## config.mk

```make
export PLATFORM = sky130hd
export DESIGN_NAME = tcon_ctrl
export DESIGN_NICKNAME = d
export VERILOG_FILES = /design/src/rtl/tcon_pkg.sv /design/src/rtl/tcon_ctrl.sv
export SDC_FILE = /design/constraint.sdc
export NUM_CORES = 1
export LEC_CHECK = 0
export ABC_AREA = 1
export BUFFER_PORTS_ARGS = -buffer_cell sky130_fd_sc_hd__buf_2
export CORE_ASPECT_RATIO = 0.7
export CORE_MARGIN = 2
export CORE_UTILIZATION = 35
export CTS_BUF_LIST = sky130_fd_sc_hd__clkbuf_8
export CTS_CLUSTER_DIAMETER = 50
export DETAILED_ROUTE_END_ITERATION = 10
export HOLD_SLACK_MARGIN = 0.05
export PLACE_DENSITY_LB_ADDON = 0.25
export SLEW_MARGIN = 25
export SYNTH_ARGS = -nofsm -noshare
export SYNTH_HDL_FRONTEND = slang
export SYNTH_SLANG_ARGS = --single-unit
```

## constraint.sdc

```tcl
create_clock -name clk -period 1.75 [get_ports clk]
set_clock_uncertainty 0.05 [all_clocks]
set_input_delay 0.175 -clock clk [delete_from_list [all_inputs] [get_ports clk]]
set_output_delay 0.175 -clock clk [all_outputs]
set_load 0.02 [all_outputs]
```

## src/rtl/tcon_pkg.sv

```systemverilog
// shared constants, codes and controller/datapath interface types for the text console
package tcon_pkg;

    localparam int SCREEN_WIDTH   = 80;
    localparam int SCREEN_HEIGHT  = 25;
    localparam int TERMINAL_COUNT = 4;

    localparam int CELLS_PER_TERM = SCREEN_WIDTH * SCREEN_HEIGHT;
    localparam int TOTAL_CELLS    = TERMINAL_COUNT * CELLS_PER_TERM;
    localparam int ADDR_W         = $clog2(TOTAL_CELLS);
    localparam int ROW_W          = $clog2(SCREEN_HEIGHT);
    localparam int TERM_W         = (TERMINAL_COUNT > 1) ? $clog2(TERMINAL_COUNT) : 1;

    localparam logic [7:0] ATTR_RESET = 8'h07;
    localparam logic [7:0] BLANK_CHAR = 8'h20;
    localparam logic [7:0] CHAR_LF    = 8'h0A;
    localparam logic [7:0] CHAR_CR    = 8'h0D;
    localparam logic [7:0] CHAR_TAB   = 8'h09;
    localparam logic [7:0] TAB_STEP   = 8'h04;
    localparam logic [7:0] TAB_MASK   = 8'hFC;

    typedef enum logic [2:0] {
        OP_PUT        = 3'd0,
        OP_CLEAR      = 3'd1,
        OP_SWITCH     = 3'd2,
        OP_SET_ROW    = 3'd3,
        OP_SET_COLUMN = 3'd4,
        OP_READ       = 3'd5
    } op_t;

    typedef enum logic [3:0] {
        CUR_HOLD,
        CUR_NEWLINE,
        CUR_CR,
        CUR_TAB,
        CUR_HOME_LAST,
        CUR_ADVANCE,
        CUR_SET_ROW,
        CUR_SET_COL,
        CUR_CLEAR,
        CUR_SWITCH
    } cursor_op_t;

    typedef enum logic [3:0] {
        ST_INIT_START,
        ST_INIT_FILL,
        ST_IDLE,
        ST_DECODE,
        ST_WRITE_CHAR,
        ST_SCROLL_COPY,
        ST_SCROLL_DRAIN,
        ST_SCROLL_BLANK,
        ST_CLEAR_FILL,
        ST_READ_WAIT,
        ST_SEND_CURSOR,
        ST_FINISH
    } state_t;

    typedef struct packed {
        logic       latch;
        cursor_op_t cursor;
        logic       cursor_send;
        logic       init_start;
        logic       scroll_start;
        logic       clear_start;
        logic       copy_read;
        logic       fill;
        logic       zero_fill;
        logic       write_char;
        logic       read_cell;
        logic       capture_data;
        logic       load_result;
    } tcon_cmd_t;

    typedef struct packed {
        logic [2:0] op;
        logic       is_lf;
        logic       is_cr;
        logic       is_tab;
        logic       col_past_end;
        logic       row_at_bottom;
        logic       switch_ok;
        logic       addr_ok;
        logic       rd_last;
        logic       wr_last;
    } tcon_status_t;

endpackage

```

## src/rtl/tcon_ctrl.sv

```systemverilog
// sequencing state machine for the text console
module tcon_ctrl import tcon_pkg::*;
(
    input  logic         clk,
    input  logic         rst_n,
    input  logic         in_valid,
    output logic         in_stall,
    output logic         out_valid,
    input  logic         out_stall,
    input  tcon_status_t status,
    output tcon_cmd_t    cmd
);

    state_t state_reg;
    state_t state_next;
    logic   write_after_scroll_reg;
    logic   write_after_scroll_next;
    logic   out_valid_reg;
    logic   out_valid_next;

    always_ff @(posedge clk or negedge rst_n)
    begin
        if (!rst_n)
        begin
            state_reg              <= ST_INIT_START;
            write_after_scroll_reg <= 1'b0;
            out_valid_reg          <= 1'b0;
        end
        else
        begin
            state_reg              <= state_next;
            write_after_scroll_reg <= write_after_scroll_next;
            out_valid_reg          <= out_valid_next;
        end
    end

    assign in_stall  = (state_reg != ST_IDLE);
    assign out_valid = out_valid_reg;

    always_comb
    begin
        state_next              = state_reg;
        write_after_scroll_next = write_after_scroll_reg;
        out_valid_next          = out_valid_reg && out_stall;
        cmd                     = '0;
        cmd.cursor              = CUR_HOLD;

        unique case (state_reg)
            ST_INIT_START:
            begin
                cmd.init_start = 1'b1;
                state_next     = ST_INIT_FILL;
            end
            ST_INIT_FILL:
            begin
                cmd.fill      = 1'b1;
                cmd.zero_fill = 1'b1;
                if (status.wr_last)
                begin
                    state_next = ST_IDLE;
                end
            end
            ST_IDLE:
            begin
                if (in_valid)
                begin
                    cmd.latch  = 1'b1;
                    state_next = ST_DECODE;
                end
            end
            ST_DECODE:
            begin
                state_next = ST_FINISH;
                unique case (status.op)
                    OP_PUT:
                    begin
                        priority if (status.is_lf)
                        begin
                            if (status.row_at_bottom)
                            begin
                                cmd.cursor              = CUR_HOME_LAST;
                                cmd.scroll_start        = 1'b1;
                                write_after_scroll_next = 1'b0;
                                state_next              = ST_SCROLL_COPY;
                            end
                            else
                            begin
                                cmd.cursor = CUR_NEWLINE;
                            end
                        end
                        else if (status.is_cr)
                        begin
                            cmd.cursor = CUR_CR;
                        end
                        else if (status.is_tab)
                        begin
                            cmd.cursor = CUR_TAB;
                        end
                        else if (status.col_past_end && status.row_at_bottom)
                        begin
                            cmd.cursor              = CUR_HOME_LAST;
                            cmd.scroll_start        = 1'b1;
                            write_after_scroll_next = 1'b1;
                            state_next              = ST_SCROLL_COPY;
                        end
                        else if (status.col_past_end)
                        begin
                            cmd.cursor = CUR_NEWLINE;
                            state_next = ST_WRITE_CHAR;
                        end
                        else
                        begin
                            state_next = ST_WRITE_CHAR;
                        end
                    end
                    OP_CLEAR:
                    begin
                        cmd.cursor      = CUR_CLEAR;
                        cmd.clear_start = 1'b1;
                        state_next      = ST_CLEAR_FILL;
                    end
                    OP_SWITCH:
                    begin
                        if (status.switch_ok)
                        begin
                            cmd.cursor = CUR_SWITCH;
                            state_next = ST_SEND_CURSOR;
                        end
                    end
                    OP_SET_ROW:
                    begin
                        cmd.cursor = CUR_SET_ROW;
                    end
                    OP_SET_COLUMN:
                    begin
                        cmd.cursor = CUR_SET_COL;
                    end
                    OP_READ:
                    begin
                        if (status.addr_ok)
                        begin
                            cmd.read_cell = 1'b1;
                            state_next    = ST_READ_WAIT;
                        end
                    end
                    default:
                    begin
                        state_next = ST_FINISH;
                    end
                endcase
            end
            ST_WRITE_CHAR:
            begin
                cmd.write_char = 1'b1;
                cmd.cursor     = CUR_ADVANCE;
                state_next     = ST_FINISH;
            end
            ST_SCROLL_COPY:
            begin
                cmd.copy_read = 1'b1;
                if (status.rd_last)
                begin
                    state_next = ST_SCROLL_DRAIN;
                end
            end
            ST_SCROLL_DRAIN:
            begin
                state_next = ST_SCROLL_BLANK;
            end
            ST_SCROLL_BLANK:
            begin
                cmd.fill = 1'b1;
                if (status.wr_last)
                begin
                    state_next = write_after_scroll_reg ? ST_WRITE_CHAR : ST_FINISH;
                end
            end
            ST_CLEAR_FILL:
            begin
                cmd.fill = 1'b1;
                if (status.wr_last)
                begin
                    state_next = ST_FINISH;
                end
            end
            ST_READ_WAIT:
            begin
                cmd.capture_data = 1'b1;
                state_next       = ST_FINISH;
            end
            ST_SEND_CURSOR:
            begin
                cmd.cursor_send = 1'b1;
                state_next      = ST_FINISH;
            end
            ST_FINISH:
            begin
                if (!out_valid_reg || !out_stall)
                begin
                    cmd.load_result = 1'b1;
                    out_valid_next  = 1'b1;
                    state_next      = ST_IDLE;
                end
            end
            default:
            begin
                state_next = ST_IDLE;
            end
        endcase
    end

endmodule

```

; ---- After elaboration in Yosys (flattened, before gate mapping)
; Index checks and enable logic that the tools add are counted.
[totals]
register_bits = 6
in_bits = 16
[classes]
n_reduce_logical = 12
n_eq_ne = 26
n_mux = 54
[op_table]
columns = cell, n
row1 = $mux W4, 13
row2 = $pmux W4 S10, 1
row3 = $mux W1, 31
row4 = $pmux W4 S5, 1
row5 = $eq A4 B3 Y1 const B, 4
row6 = $eq A4 B4 Y1 const B, 4
row7 = $pmux W4 S4, 1
row8 = $ne A2 B2 Y1 const B, 7
row9 = $mux W3, 4
row10 = $reduce_and A6 Y1, 2
row11 = $eq A4 B2 Y1 const B, 2
row12 = $pmux W4 S2, 1
row13 = $eq A3 B2 Y1 const B, 2
row14 = $eq A3 B3 Y1 const B, 2
row15 = $reduce_or A3 Y1, 2
row16 = $eq A4 B1 Y1 const B, 1
row17 = $logic_not A4 Y1, 1
row18 = $mux W2, 2
row19 = $ne A2 B1 Y1 const B, 2
row20 = $ne A4 B2 Y1 const B, 1
row21 = $eq A3 B1 Y1 const B, 1
row22 = $logic_not A3 Y1, 1
row23 = $logic_and A1 B1 Y1, 2
row24 = $logic_not A1 Y1, 2
row25 = 2 further kinds, 2

; ---- Longest topological paths before layout
; Gate-level depths: netlist (run 1).
[logic_depth]
word_depth = 7
depth_mapped = 10
depth_no_buf = 10

; ---- Least setup slack after synthesis (run 1)
; No wires, ideal clock.
[synth_timing]
path_kind = register to output
startpoint = register state_reg[3]
endpoint = output port cmd[2] (netlist name)
t_required_ns = 1.525
path_stages_with_launch = 4
t_arrival_ns = 1.409
path_buffers = 0
path_slack_ns = 0.116
path_cell_list = dfrtp_1 -> nor2_2 -> nand2_4 -> nor4_1
[synth_lines]
columns = item, line_no
row1 = from (decl), tcon_ctrl.sv:14  ; state_t state_reg;
row2 = from (signal assigned), tcon_ctrl.sv:31  ; state_reg <= state_next;
row3 = to (decl), tcon_ctrl.sv:11  ; output tcon_cmd_t cmd

==> flow_summary_export.csv, run 1 <==
group,metric,value,unit
placed_design,dp_hpwl,1.70,mm
route,drt-initial-drc-count,49,
cells_and_area,drive_gt1_frac,0.348,
synthesis,synth.distinct_cells,22,
sta,setup_tns,0,ns
critical_path,critPathKind,"flip-flop to output port",
placed_design,numPortBuffers,33,
sta,max_slew.worst_pin.slew,0.274,ns
synthesis,ys_seq_area_frac,0.188,
cells_and_area,nets,196,
sta,clock.fmax,608,MHz
grt,track_usage,0.159,
synthesis,synth_edf_count,0,
sta,hold_violations,0,
sta,rsz0062_at_grt,"no",
critical_path,crit_arrival,1.42,ns
route,post_drt_wl_per_cell,9.34,um
grt,grt_pass1_vias,786,
run,maxCapViolations,0,
synthesis,synth_nets,157,
synthesis,postSynthCellCount,141,
grt,grt_pass1_wl,3.23,mm
clocking,clk_path_buf_depth,2,
clocking,postCtsSetupBuffers,0,
clocking,cts_buffers,3,
floorplanning,die_h,43.9,um
grt,grt_max_degree,8,
clocking,cts_tree,"done",
sta,period_share,0.940,
grt,antenna_found_initial,0,
synthesis,synth_area_leaders,"nand2_1 (23%), dfrtp_1 (19%), inv_1 (8.0%), nor2_1 (7.5%), nand3_1 (6.9%)",
grt,overflow,0,
synthesis,ys_ff_latch,6,
power_and_ir_drop,pwr_density_cell,1360,mW/mm^2
synthesis,ys.flop_type,"dfrtp_1",
route,vias_per_cell,4.56,
critical_path,worst-endpoint-required,1.52,ns
floorplanning,rows,14,
cells_and_area,syn2layout_area_growth,32.8,%
floorplanning,core,0.00215,mm^2
synthesis,avgSynthCellArea,5.65,um^2
floorplanning,dieArea,0.00268,mm^2
clocking,cts_sinks,6,
sta,drv_slew,0,
route,firstDrtPassIters,4,
cells_and_area,diodes,0,
sta,finalSetupViolCount,0,
min_path,min_path_type,"primary input to flip-flop",
synthesis,synth_top_area_cell,"nand2_1",
clocking,h-tree-depth,1,
synthesis,yosysWarnings,0,
placed_design,place.gp.congestion,0.902,
power_and_ir_drop,vdd_ir_drop_max,681,uV
floorplanning,die_x,61.0,um
status,status,"completed",
synthesis,syn-cell-area,797,um^2
route,routed_wl,1.96,mm
cells_and_area,largest_reg_flops,4,
critical_path,cp_max_fo,7,
floorplanning,ios,34,
synthesis,ys_async_sr_fraction,1.00,
route,drc,0,
critical_path,start_kind,"flip-flop",
sta,relSlewSlack,0.815,
power_and_ir_drop,p_leak,0.675,nW
route,ant_nets,0,
clocking,clk_pin_slew_worst_paths,0.03,ns
floorplanning,start_util,0.370,
clocking,clock_latency,0.22,ns
clocking,cts_root_buf,"clkbuf_8",
synthesis,netlist.area_leader.share,0.226,
sta,fin_crit,1.64,ns
sta,holdWs,0.149,ns
critical_path,critical_path.endpoint_type,"output port",
route,vias,958,
layer usage:
metal,wire length (um),GRT usage,vias up
met1,1020,0.245,426
li1,-,-,511
met5,0,0,-
met2,814,0.221,21
met4,0,0.0261,0
met3,129,0.0418,0
what timing repair did:
| action | CTS | global route |
|---|---|---|
| gates resized for setup | 0 | 1 |
| hold buffers | 1 | 0 |
| setup endpoints to repair | 0 | 5 |
| hold endpoints to repair | 6 | 0 |
final timing paths:
| check | slack, ns | cells past startpoint | from | end |
|---|---|---|---|---|
| setup / recovery | 0.11 | 7 | state_reg[0] | cmd[8] |
| hold / removal | 0.15 | 3 | out_stall | out_valid |
| setup reg to reg | 0.30 | 8 | state_reg[2] | state_reg[1] |
| hold reg to reg | 0.46 | 2 | out_valid | out_valid |
| max in group asynchronous | 1.24 | 2 | rst_n | state_reg[0] |
| min in group asynchronous | 0.26 | 2 | rst_n | write_after_scroll_reg |
layout by cell type, fill, tap and decap left out:
cell type,Yosys,routed
a21oi_1,4,4
a31oi_1,1,1
or2_2,1,1
clkinv_2,1,1
inv_1,17,17
nor2_2,4,3
dfrtp_1,6,6
nand3_1,11,11
nor2_1,16,16
nand3b_1,1,1
nand2_4,3,3
o21ai_0,5,5
nand2_1,48,48
o21ai_2,1,1
buf_2,0,33
nor2_4,4,5
nor3b_1,1,1
nand2_2,6,6
inv_4,1,1
dlygate4sd3_1,0,1
nand3_2,1,1
clkbuf_8,0,3
inv_2,4,4
nor4_1,3,3
nor3_1,2,2
cell usage after synthesis (2+ instances only):
master and n:
inv_2 4, nor2_2 4, nor2_1 16, nand2_1 48
nor3_1 2, inv_1 17, nand2_2 6, nand2_4 3
nand3_1 11, a21oi_1 4, dfrtp_1 6, o21ai_0 5
nor4_1 3, nor2_4 4
critical path, stage by stage, from the launching register on:
cell	delay, ns
dfrtp_1	0.48
nand2_2	0.09
inv_2	0.13
nand2_4	0.09
clkinv_2	0.10
nand2_4	0.07
nor2_4	0.08
buf_2	0.16
cell families (layout without fill, tap and decap cells):
| kind of cell | Yosys count | in the layout | share of synthesized area |
|---|---|---|---|
| DFF | 6 | 6 | 0.188 |
| AOI/OAI and AO/OA | 11 | 11 | 0.0754 |
| and+or+nand+nor | 101 | 101 | 0.623 |
| buffers and inverters | 23 | 60 | 0.113 |
stage by stage:
step / instance area (um^2) / total power, mW / util / cells / worst slack (ns)
2_1_floorplan: 797 / 0.985 / - / 141 / 0.116
3_3_place_gp: 1000 / 1.22 / 0.465 / 206 / 0.308
3_5_place_dp: 1000 / 1.23 / 0.465 / 206 / 0.279
4_1_cts: 1050 / 1.44 / 0.489 / 210 / 0.0389
5_1_grt: 1060 / 1.59 / 0.491 / 210 / 0.0191
6_report: 1060 / 1.44 / 0.491 / 210 / 0.105
final cells by class:
class                           count  area, um^2
Fill cell                         256        1100
Multi-Input combinational cell    112         562
Timing Repair Buffer               34         175
Sequential cell                     6         150
Inverter                           23        90.1
Clock buffer                        3        41.3
Tap cell                           32        40.0
where the power goes:
| part | switching (mW) | total (mW) | internal [mW] |
|---|---|---|---|
| clock network | 0.0519 | 0.199 | 0.147 |
| logic | 0.642 | 0.951 | 0.309 |
| registers | 0.0893 | 0.289 | 0.200 |
Note: power is estimated with default switching activity, not from simulation.
==> run 2, diff against run 1 <==
--- a/config.mk
+++ b/config.mk
@@ -6,13 +6,14 @@
 export NUM_CORES = 1
 export LEC_CHECK = 0
 export ABC_AREA = 1
-export BUFFER_PORTS_ARGS = -buffer_cell sky130_fd_sc_hd__buf_2
+export ABC_CLOCK_PERIOD_IN_PS = 1750
 export CORE_ASPECT_RATIO = 0.7
 export CORE_MARGIN = 2
 export CORE_UTILIZATION = 35
 export CTS_BUF_LIST = sky130_fd_sc_hd__clkbuf_8
 export CTS_CLUSTER_DIAMETER = 50
 export DETAILED_ROUTE_END_ITERATION = 10
+export DONT_BUFFER_PORTS = 1
 export HOLD_SLACK_MARGIN = 0.05
 export PLACE_DENSITY_LB_ADDON = 0.25
 export SLEW_MARGIN = 25
==> run 2 against run 1 <==
Maximum frequency up 2.6%. Count of clock-buffer cells in the layout unchanged. Register-to-register slack about the same. First-iteration DRC count down 55%. Flip-flop and latch count unchanged. Die area unchanged. Global-route usage about the same. Cell count down 12%. Combinational power down 7.8%. Critical path type unchanged. Critical endpoint is now cmd[2]. Largest cell class unchanged. Largest power group unchanged.
==> flow_summary_export.csv, run 2 (synthesis gave the netlist of run 1 again) <==
group,metric,value,unit
status,status,"completed",
power_and_ir_drop,vdd_ir_drop_max,782,uV
critical_path,r2r_slack,0.31,ns
critical_path,start_kind,"flip-flop",
min_path,hold_end,"write_after_scroll_reg",
sta,hold_violations,0,
grt,grt_use_met3,0.0567,
floorplanning,dieArea,0.00268,mm^2
floorplanning,die_h,43.9,um
cells_and_area,mostFrequentLayoutCell,"nand2_1",
cells_and_area,final_area,948,um^2
sta,max_slew.worst_pin.slew,0.448,ns
floorplanning,core,0.00215,mm^2
critical_path,crit_slowest_cell,"dfrtp_1",
grt,use_met2,0.240,
sta,fin_crit,1.60,ns
critical_path,crit_path_cell_trace,"nor2_4, nand2_4, nor4_1, buf_4",
sta,relSlewSlack,0.702,
cells_and_area,final_core_util,0.440,
route,drc,0,
min_path,min-delay-start,"status[8]",
power_and_ir_drop,p_total,1.38,mW
clocking,h-tree-depth,1,
grt,grt_pass1_vias,807,
cells_and_area,stdcell_count,184,
floorplanning,rows,14,
min_path,min_path_type,"primary input to flip-flop",
cells_and_area,multiInputGateArea,562,um^2
clocking,clk_path_buf_depth,2,
placed_design,placed_area,882,um^2
clocking,postCtsSetupBuffers,0,
placed_design,place.gp.congestion,0.815,
grt,antenna_found_initial,0,
grt,grt_max_degree,8,
sta,clock.fmax,624,MHz
clocking,clock_latency,0.22,ns
grt,track_usage,0.159,
clocking,cts_tree,"done",
route,routed_wl,1.82,mm
floorplanning,die_x,61.0,um
sta,drv_slew,0,
critical_path,cp_max_fo,6,
critical_path,critical_path.endpoint_type,"output port",
grt,grt.busiest_layer,"met2",
clocking,cts_buffers,3,
sta,rsz0062_at_grt,"no",
route,drt-initial-drc-count,22,
cells_and_area,diodes,0,
min_path,holdPathStages,3,
route,vias,868,
cells_and_area,largest_reg_flops,4,
sta,period_share,0.916,
floorplanning,start_util,0.370,
clocking,clk_pin_slew_worst_paths,0.04,ns
critical_path,r2r_cells,9,
clocking,cts_root_buf,"clkbuf_8",
placed_design,pre_cts_ws,0.260,ns
cells_and_area,regArea,150,um^2
route,post_drt_wl_per_cell,9.90,um
grt,overflow,0,
run,maxCapViolations,0,
critical_path,rr_startpoint,"state_reg[3]",
critical_path,crit_path_max_incr_delay,0.46,ns
power_and_ir_drop,pwr_density_cell,1460,mW/mm^2
placed_design,dp_hpwl,1.58,mm
clocking,cts_sinks,6,
floorplanning,ios,34,
sta,layout_setup_ws,0.147,ns
sta,holdWs,0.164,ns
route,vias_per_cell,4.72,
grt,grt_pass1_wl,3.23,mm
sta,finalSetupViolCount,0,
sta,setup_tns,0,ns
grt,grt_util_met1,0.226,
route,ant_nets,0,
critical_path,worst-endpoint-required,1.52,ns
route,firstDrtPassIters,4,
critical_path,rr_endpoint,"state_reg[2]",
placed_design,numPortBuffers,0,
placed_design,dp.cells,179,
power_and_ir_drop,p_leak,0.557,nW
cells_and_area,syn2layout_area_growth,19.0,%
critical_path,critPathKind,"flip-flop to output port",
critical_path,crit_arrival,1.38,ns
cells_and_area,nets,170,
cells_and_area,drive_gt1_frac,0.230,
cells_and_area,final_cell_mix,"nand2_1 (48), inv_1 (17), nor2_1 (16), nand3_1 (11)",
cells_and_area,num-fill-cells,241,
==> run 2: cell count changes in the layout (fill, tap and decap cells not counted) <==
cell,delta
buf_2,-33
buf_4,+6
dlygate4sd3_1,+1
==> run 2: worst max-delay path by stage <==
stage              endpoint         start  slack [ns]  cells past startpoint
2_1_floorplan        cmd[2]  state_reg[3]        0.12                      3
3_3_place_gp   state_reg[2]  state_reg[3]        0.30                      8
3_5_place_dp   state_reg[2]  state_reg[3]        0.26                      8
4_1_cts             cmd[12]  state_reg[3]        0.06                      3
5_1_grt              cmd[2]  state_reg[0]       0.002                      5
6_report             cmd[2]  state_reg[3]        0.15                      4
==> run 2: layer usage <==
metal	part of all wire	routed length (um)	vias to the layer above
met3	0.042	77	0
met5	0	0	-
met1	0.53	964	388
met2	0.43	779	17
li1	-	-	463
met4	0	0	0
==> run 2: cell type report <==
class,instances,area share
multi-input cells,112,0.592
inverters,23,0.0950
repair buffers,8,0.0686
flip-flops and latches,6,0.158
well taps,32,0.0422
clock buffers,3,0.0435
==> run 2: worst max-delay path, delay by kind of cell, from the launching register on <==
family | cells | cell delay (ns)
and+or+nand+nor | 3 | 0.50
buffers and inverters | 1 | 0.19
DFF | 1 | 0.46
==> run 2: timing repair <==
action,in CTS,in global routing
resized for setup,0,1
hold buffers,2,0
setup endpoints to repair,0,3
hold endpoints to repair,7,0
==> run 2: power breakdown <==
| group | internal (mW) | switching (mW) | total [mW] |
|---|---|---|---|
| Clock | 0.147 | 0.0548 | 0.202 |
| Combinational | 0.277 | 0.600 | 0.877 |
| Sequential | 0.200 | 0.104 | 0.304 |
| Total | 0.624 | 0.759 | 1.38 |
==> run 3, diff against run 2 <==
--- a/config.mk
+++ b/config.mk
@@ -6,11 +6,11 @@
 export NUM_CORES = 1
 export LEC_CHECK = 0
 export ABC_AREA = 1
-export ABC_CLOCK_PERIOD_IN_PS = 1750
+export ABC_CLOCK_PERIOD_IN_PS = 2000
 export CORE_ASPECT_RATIO = 0.7
 export CORE_MARGIN = 2
 export CORE_UTILIZATION = 35
-export CTS_BUF_LIST = sky130_fd_sc_hd__clkbuf_8
+export CTS_BUF_LIST = sky130_fd_sc_hd__clkbuf_2
 export CTS_CLUSTER_DIAMETER = 50
 export DETAILED_ROUTE_END_ITERATION = 10
 export DONT_BUFFER_PORTS = 1
==> constraint.sdc (replaced) <==
create_clock -name clk -period 2 [get_ports clk]
set_clock_uncertainty 0.05 [all_clocks]
set_input_delay 0.2 -clock clk [delete_from_list [all_inputs] [get_ports clk]]
set_output_delay 0.2 -clock clk [all_outputs]
set_load 0.02 [all_outputs]
==> run 3 against run 2 <==
First-iteration DRC count shrank 9.1%. Cell area shrank 5.7%. Utilization shrank 2.5 points. Routed wire length grew 4.6%. Global-route usage grew 1.7 points. Worst setup slack gained 0.11 ns. Count of clock-buffer cells in the layout is the same. Sequential share of layout area grew 0.95 points. Critical endpoint is now cmd[15].
==> flow_summary_export.csv, run 3 (synthesis gave the netlist of run 1 again) <==
group,metric,value,unit
status,status,"completed",
sta,rsz0062_at_grt,"no",
route,vias_per_cell,4.69,
clocking,cts_sinks,6,
clocking,cts_tree,"done",
critical_path,r2r_cells,7,
grt,overflow,0,
floorplanning,dieArea,0.00268,mm^2
critical_path,cp_max_fo,6,
sta,drv_slew,0,
sta,finalSetupViolCount,0,
sta,layout_setup_ws,0.254,ns
cells_and_area,num-fill-cells,266,
route,drt-initial-drc-count,20,
clocking,cts_root_buf,"clkbuf_2",
route,post_drt_wl_per_cell,10.5,um
clocking,clock_latency,0.22,ns
critical_path,critPathKind,"flip-flop to output port",
clocking,clk_pin_slew_worst_paths,0.07,ns
sta,period_share,0.873,
cells_and_area,largest_reg_flops,4,
floorplanning,start_util,0.370,
critical_path,critical_path.endpoint_type,"output port",
critical_path,crit_arrival,1.50,ns
floorplanning,die_h,43.9,um
floorplanning,rows,14,
cells_and_area,final_area,895,um^2
cells_and_area,mostFrequentLayoutCell,"nand2_1",
power_and_ir_drop,p_leak,0.533,nW
power_and_ir_drop,p_total,1.10,mW
route,firstDrtPassIters,4,
floorplanning,ios,34,
cells_and_area,diodes,0,
placed_design,dp.cells,177,
cells_and_area,nets,167,
power_and_ir_drop,pwr_density_cell,1230,mW/mm^2
critical_path,start_kind,"flip-flop",
clocking,clk_path_buf_depth,2,
sta,relSlewSlack,0.707,
cells_and_area,final_cell_mix,"nand2_1 (48), inv_1 (17), nor2_1 (15), nand3_1 (11)",
critical_path,r2r_slack,0.46,ns
min_path,min_path_type,"primary input to flip-flop",
sta,fin_crit,1.75,ns
placed_design,numPortBuffers,0,
run,maxCapViolations,0,
placed_design,pre_cts_ws,0.406,ns
placed_design,placed_area,867,um^2
grt,grt_pass1_wl,3.48,mm
grt,antenna_found_initial,0,
critical_path,rr_startpoint,"state_reg[2]",
critical_path,worst-endpoint-required,1.75,ns
clocking,h-tree-depth,1,
sta,clock.fmax,573,MHz
cells_and_area,drive_gt1_frac,0.228,
route,routed_wl,1.90,mm
route,ant_nets,0,
clocking,cts_buffers,3,
min_path,holdPathStages,2,
grt,track_usage,0.176,
critical_path,rr_endpoint,"state_reg[1]",
sta,max_slew.worst_pin.slew,0.441,ns
min_path,min-delay-start,"out_stall",
grt,grt_pass1_vias,852,
power_and_ir_drop,vdd_ir_drop_max,419,uV
cells_and_area,stdcell_count,181,
floorplanning,core,0.00215,mm^2
sta,hold_violations,0,
placed_design,dp_hpwl,1.65,mm
min_path,hold_end,"out_valid",
route,drc,0,
grt,grt_max_degree,8,
cells_and_area,syn2layout_area_growth,12.2,%
placed_design,place.gp.congestion,0.825,
sta,setup_tns,0,ns
route,vias,848,
floorplanning,die_x,61.0,um
-- run 3: per-stage QoR --
stage,util,hold WS [ns]
6_report,0.415,0.0766
5_1_grt,0.415,0.0584
4_1_cts,0.414,0.0611
3_5_place_dp,0.402,-0.145
3_3_place_gp,0.402,-0.145
2_1_floorplan,-,-0.146
-- run 3: layout make-up --
type,count,area [um^2],share of cell area
well taps,32,40.0,0.0448
flip-flops and latches,6,150,0.168
inverters,23,90.1,0.101
repair buffers,5,40.0,0.0448
multi-input cells,112,559,0.625
clock buffers,3,15.0,0.0168
-- run 3: routing by layer --
layer,GRT usage,part of all wire
met2,0.281,0.45
met4,0.0652,0.0068
met1,0.233,0.51
met5,0,0
met3,0.0358,0.034
-- run 3: worst max-delay path: stages (launching register included) --
cell	delay, ns
dfrtp_1	0.43
nor2_2	0.30
nand2_1	0.27
nor2_2	0.27
-- run 3: how the worst max path moves through the flow --
| stage | startpoint | end | slack (ns) | cells past startpoint |
|---|---|---|---|---|
| floorplan | state_reg[3] | cmd[2] | 0.34 | 3 |
| global placement | state_reg[3] | cmd[15] | 0.43 | 3 |
| detailed placement | state_reg[3] | cmd[15] | 0.41 | 3 |
| CTS | state_reg[2] | cmd[15] | 0.15 | 3 |
| global route | state_reg[1] | cmd[15] | 0.07 | 4 |
| finish | state_reg[2] | cmd[15] | 0.25 | 3 |
-- run 3: power breakdown --
part           internal [mW]  total [mW]  switching (mW)
Clock                 0.0408      0.0867          0.0458
Sequential             0.174       0.261          0.0863
Combinational          0.219       0.750           0.531
-- run 3: repair_timing --
action | 4_1_cts | 5_1_grt
endpoints found under the setup margin | 0 | 1
buffers inserted | 0 | 0
resized for setup | 0 | 1
hold buffers | 1 | 0
hold endpoints to repair | 6 | 0
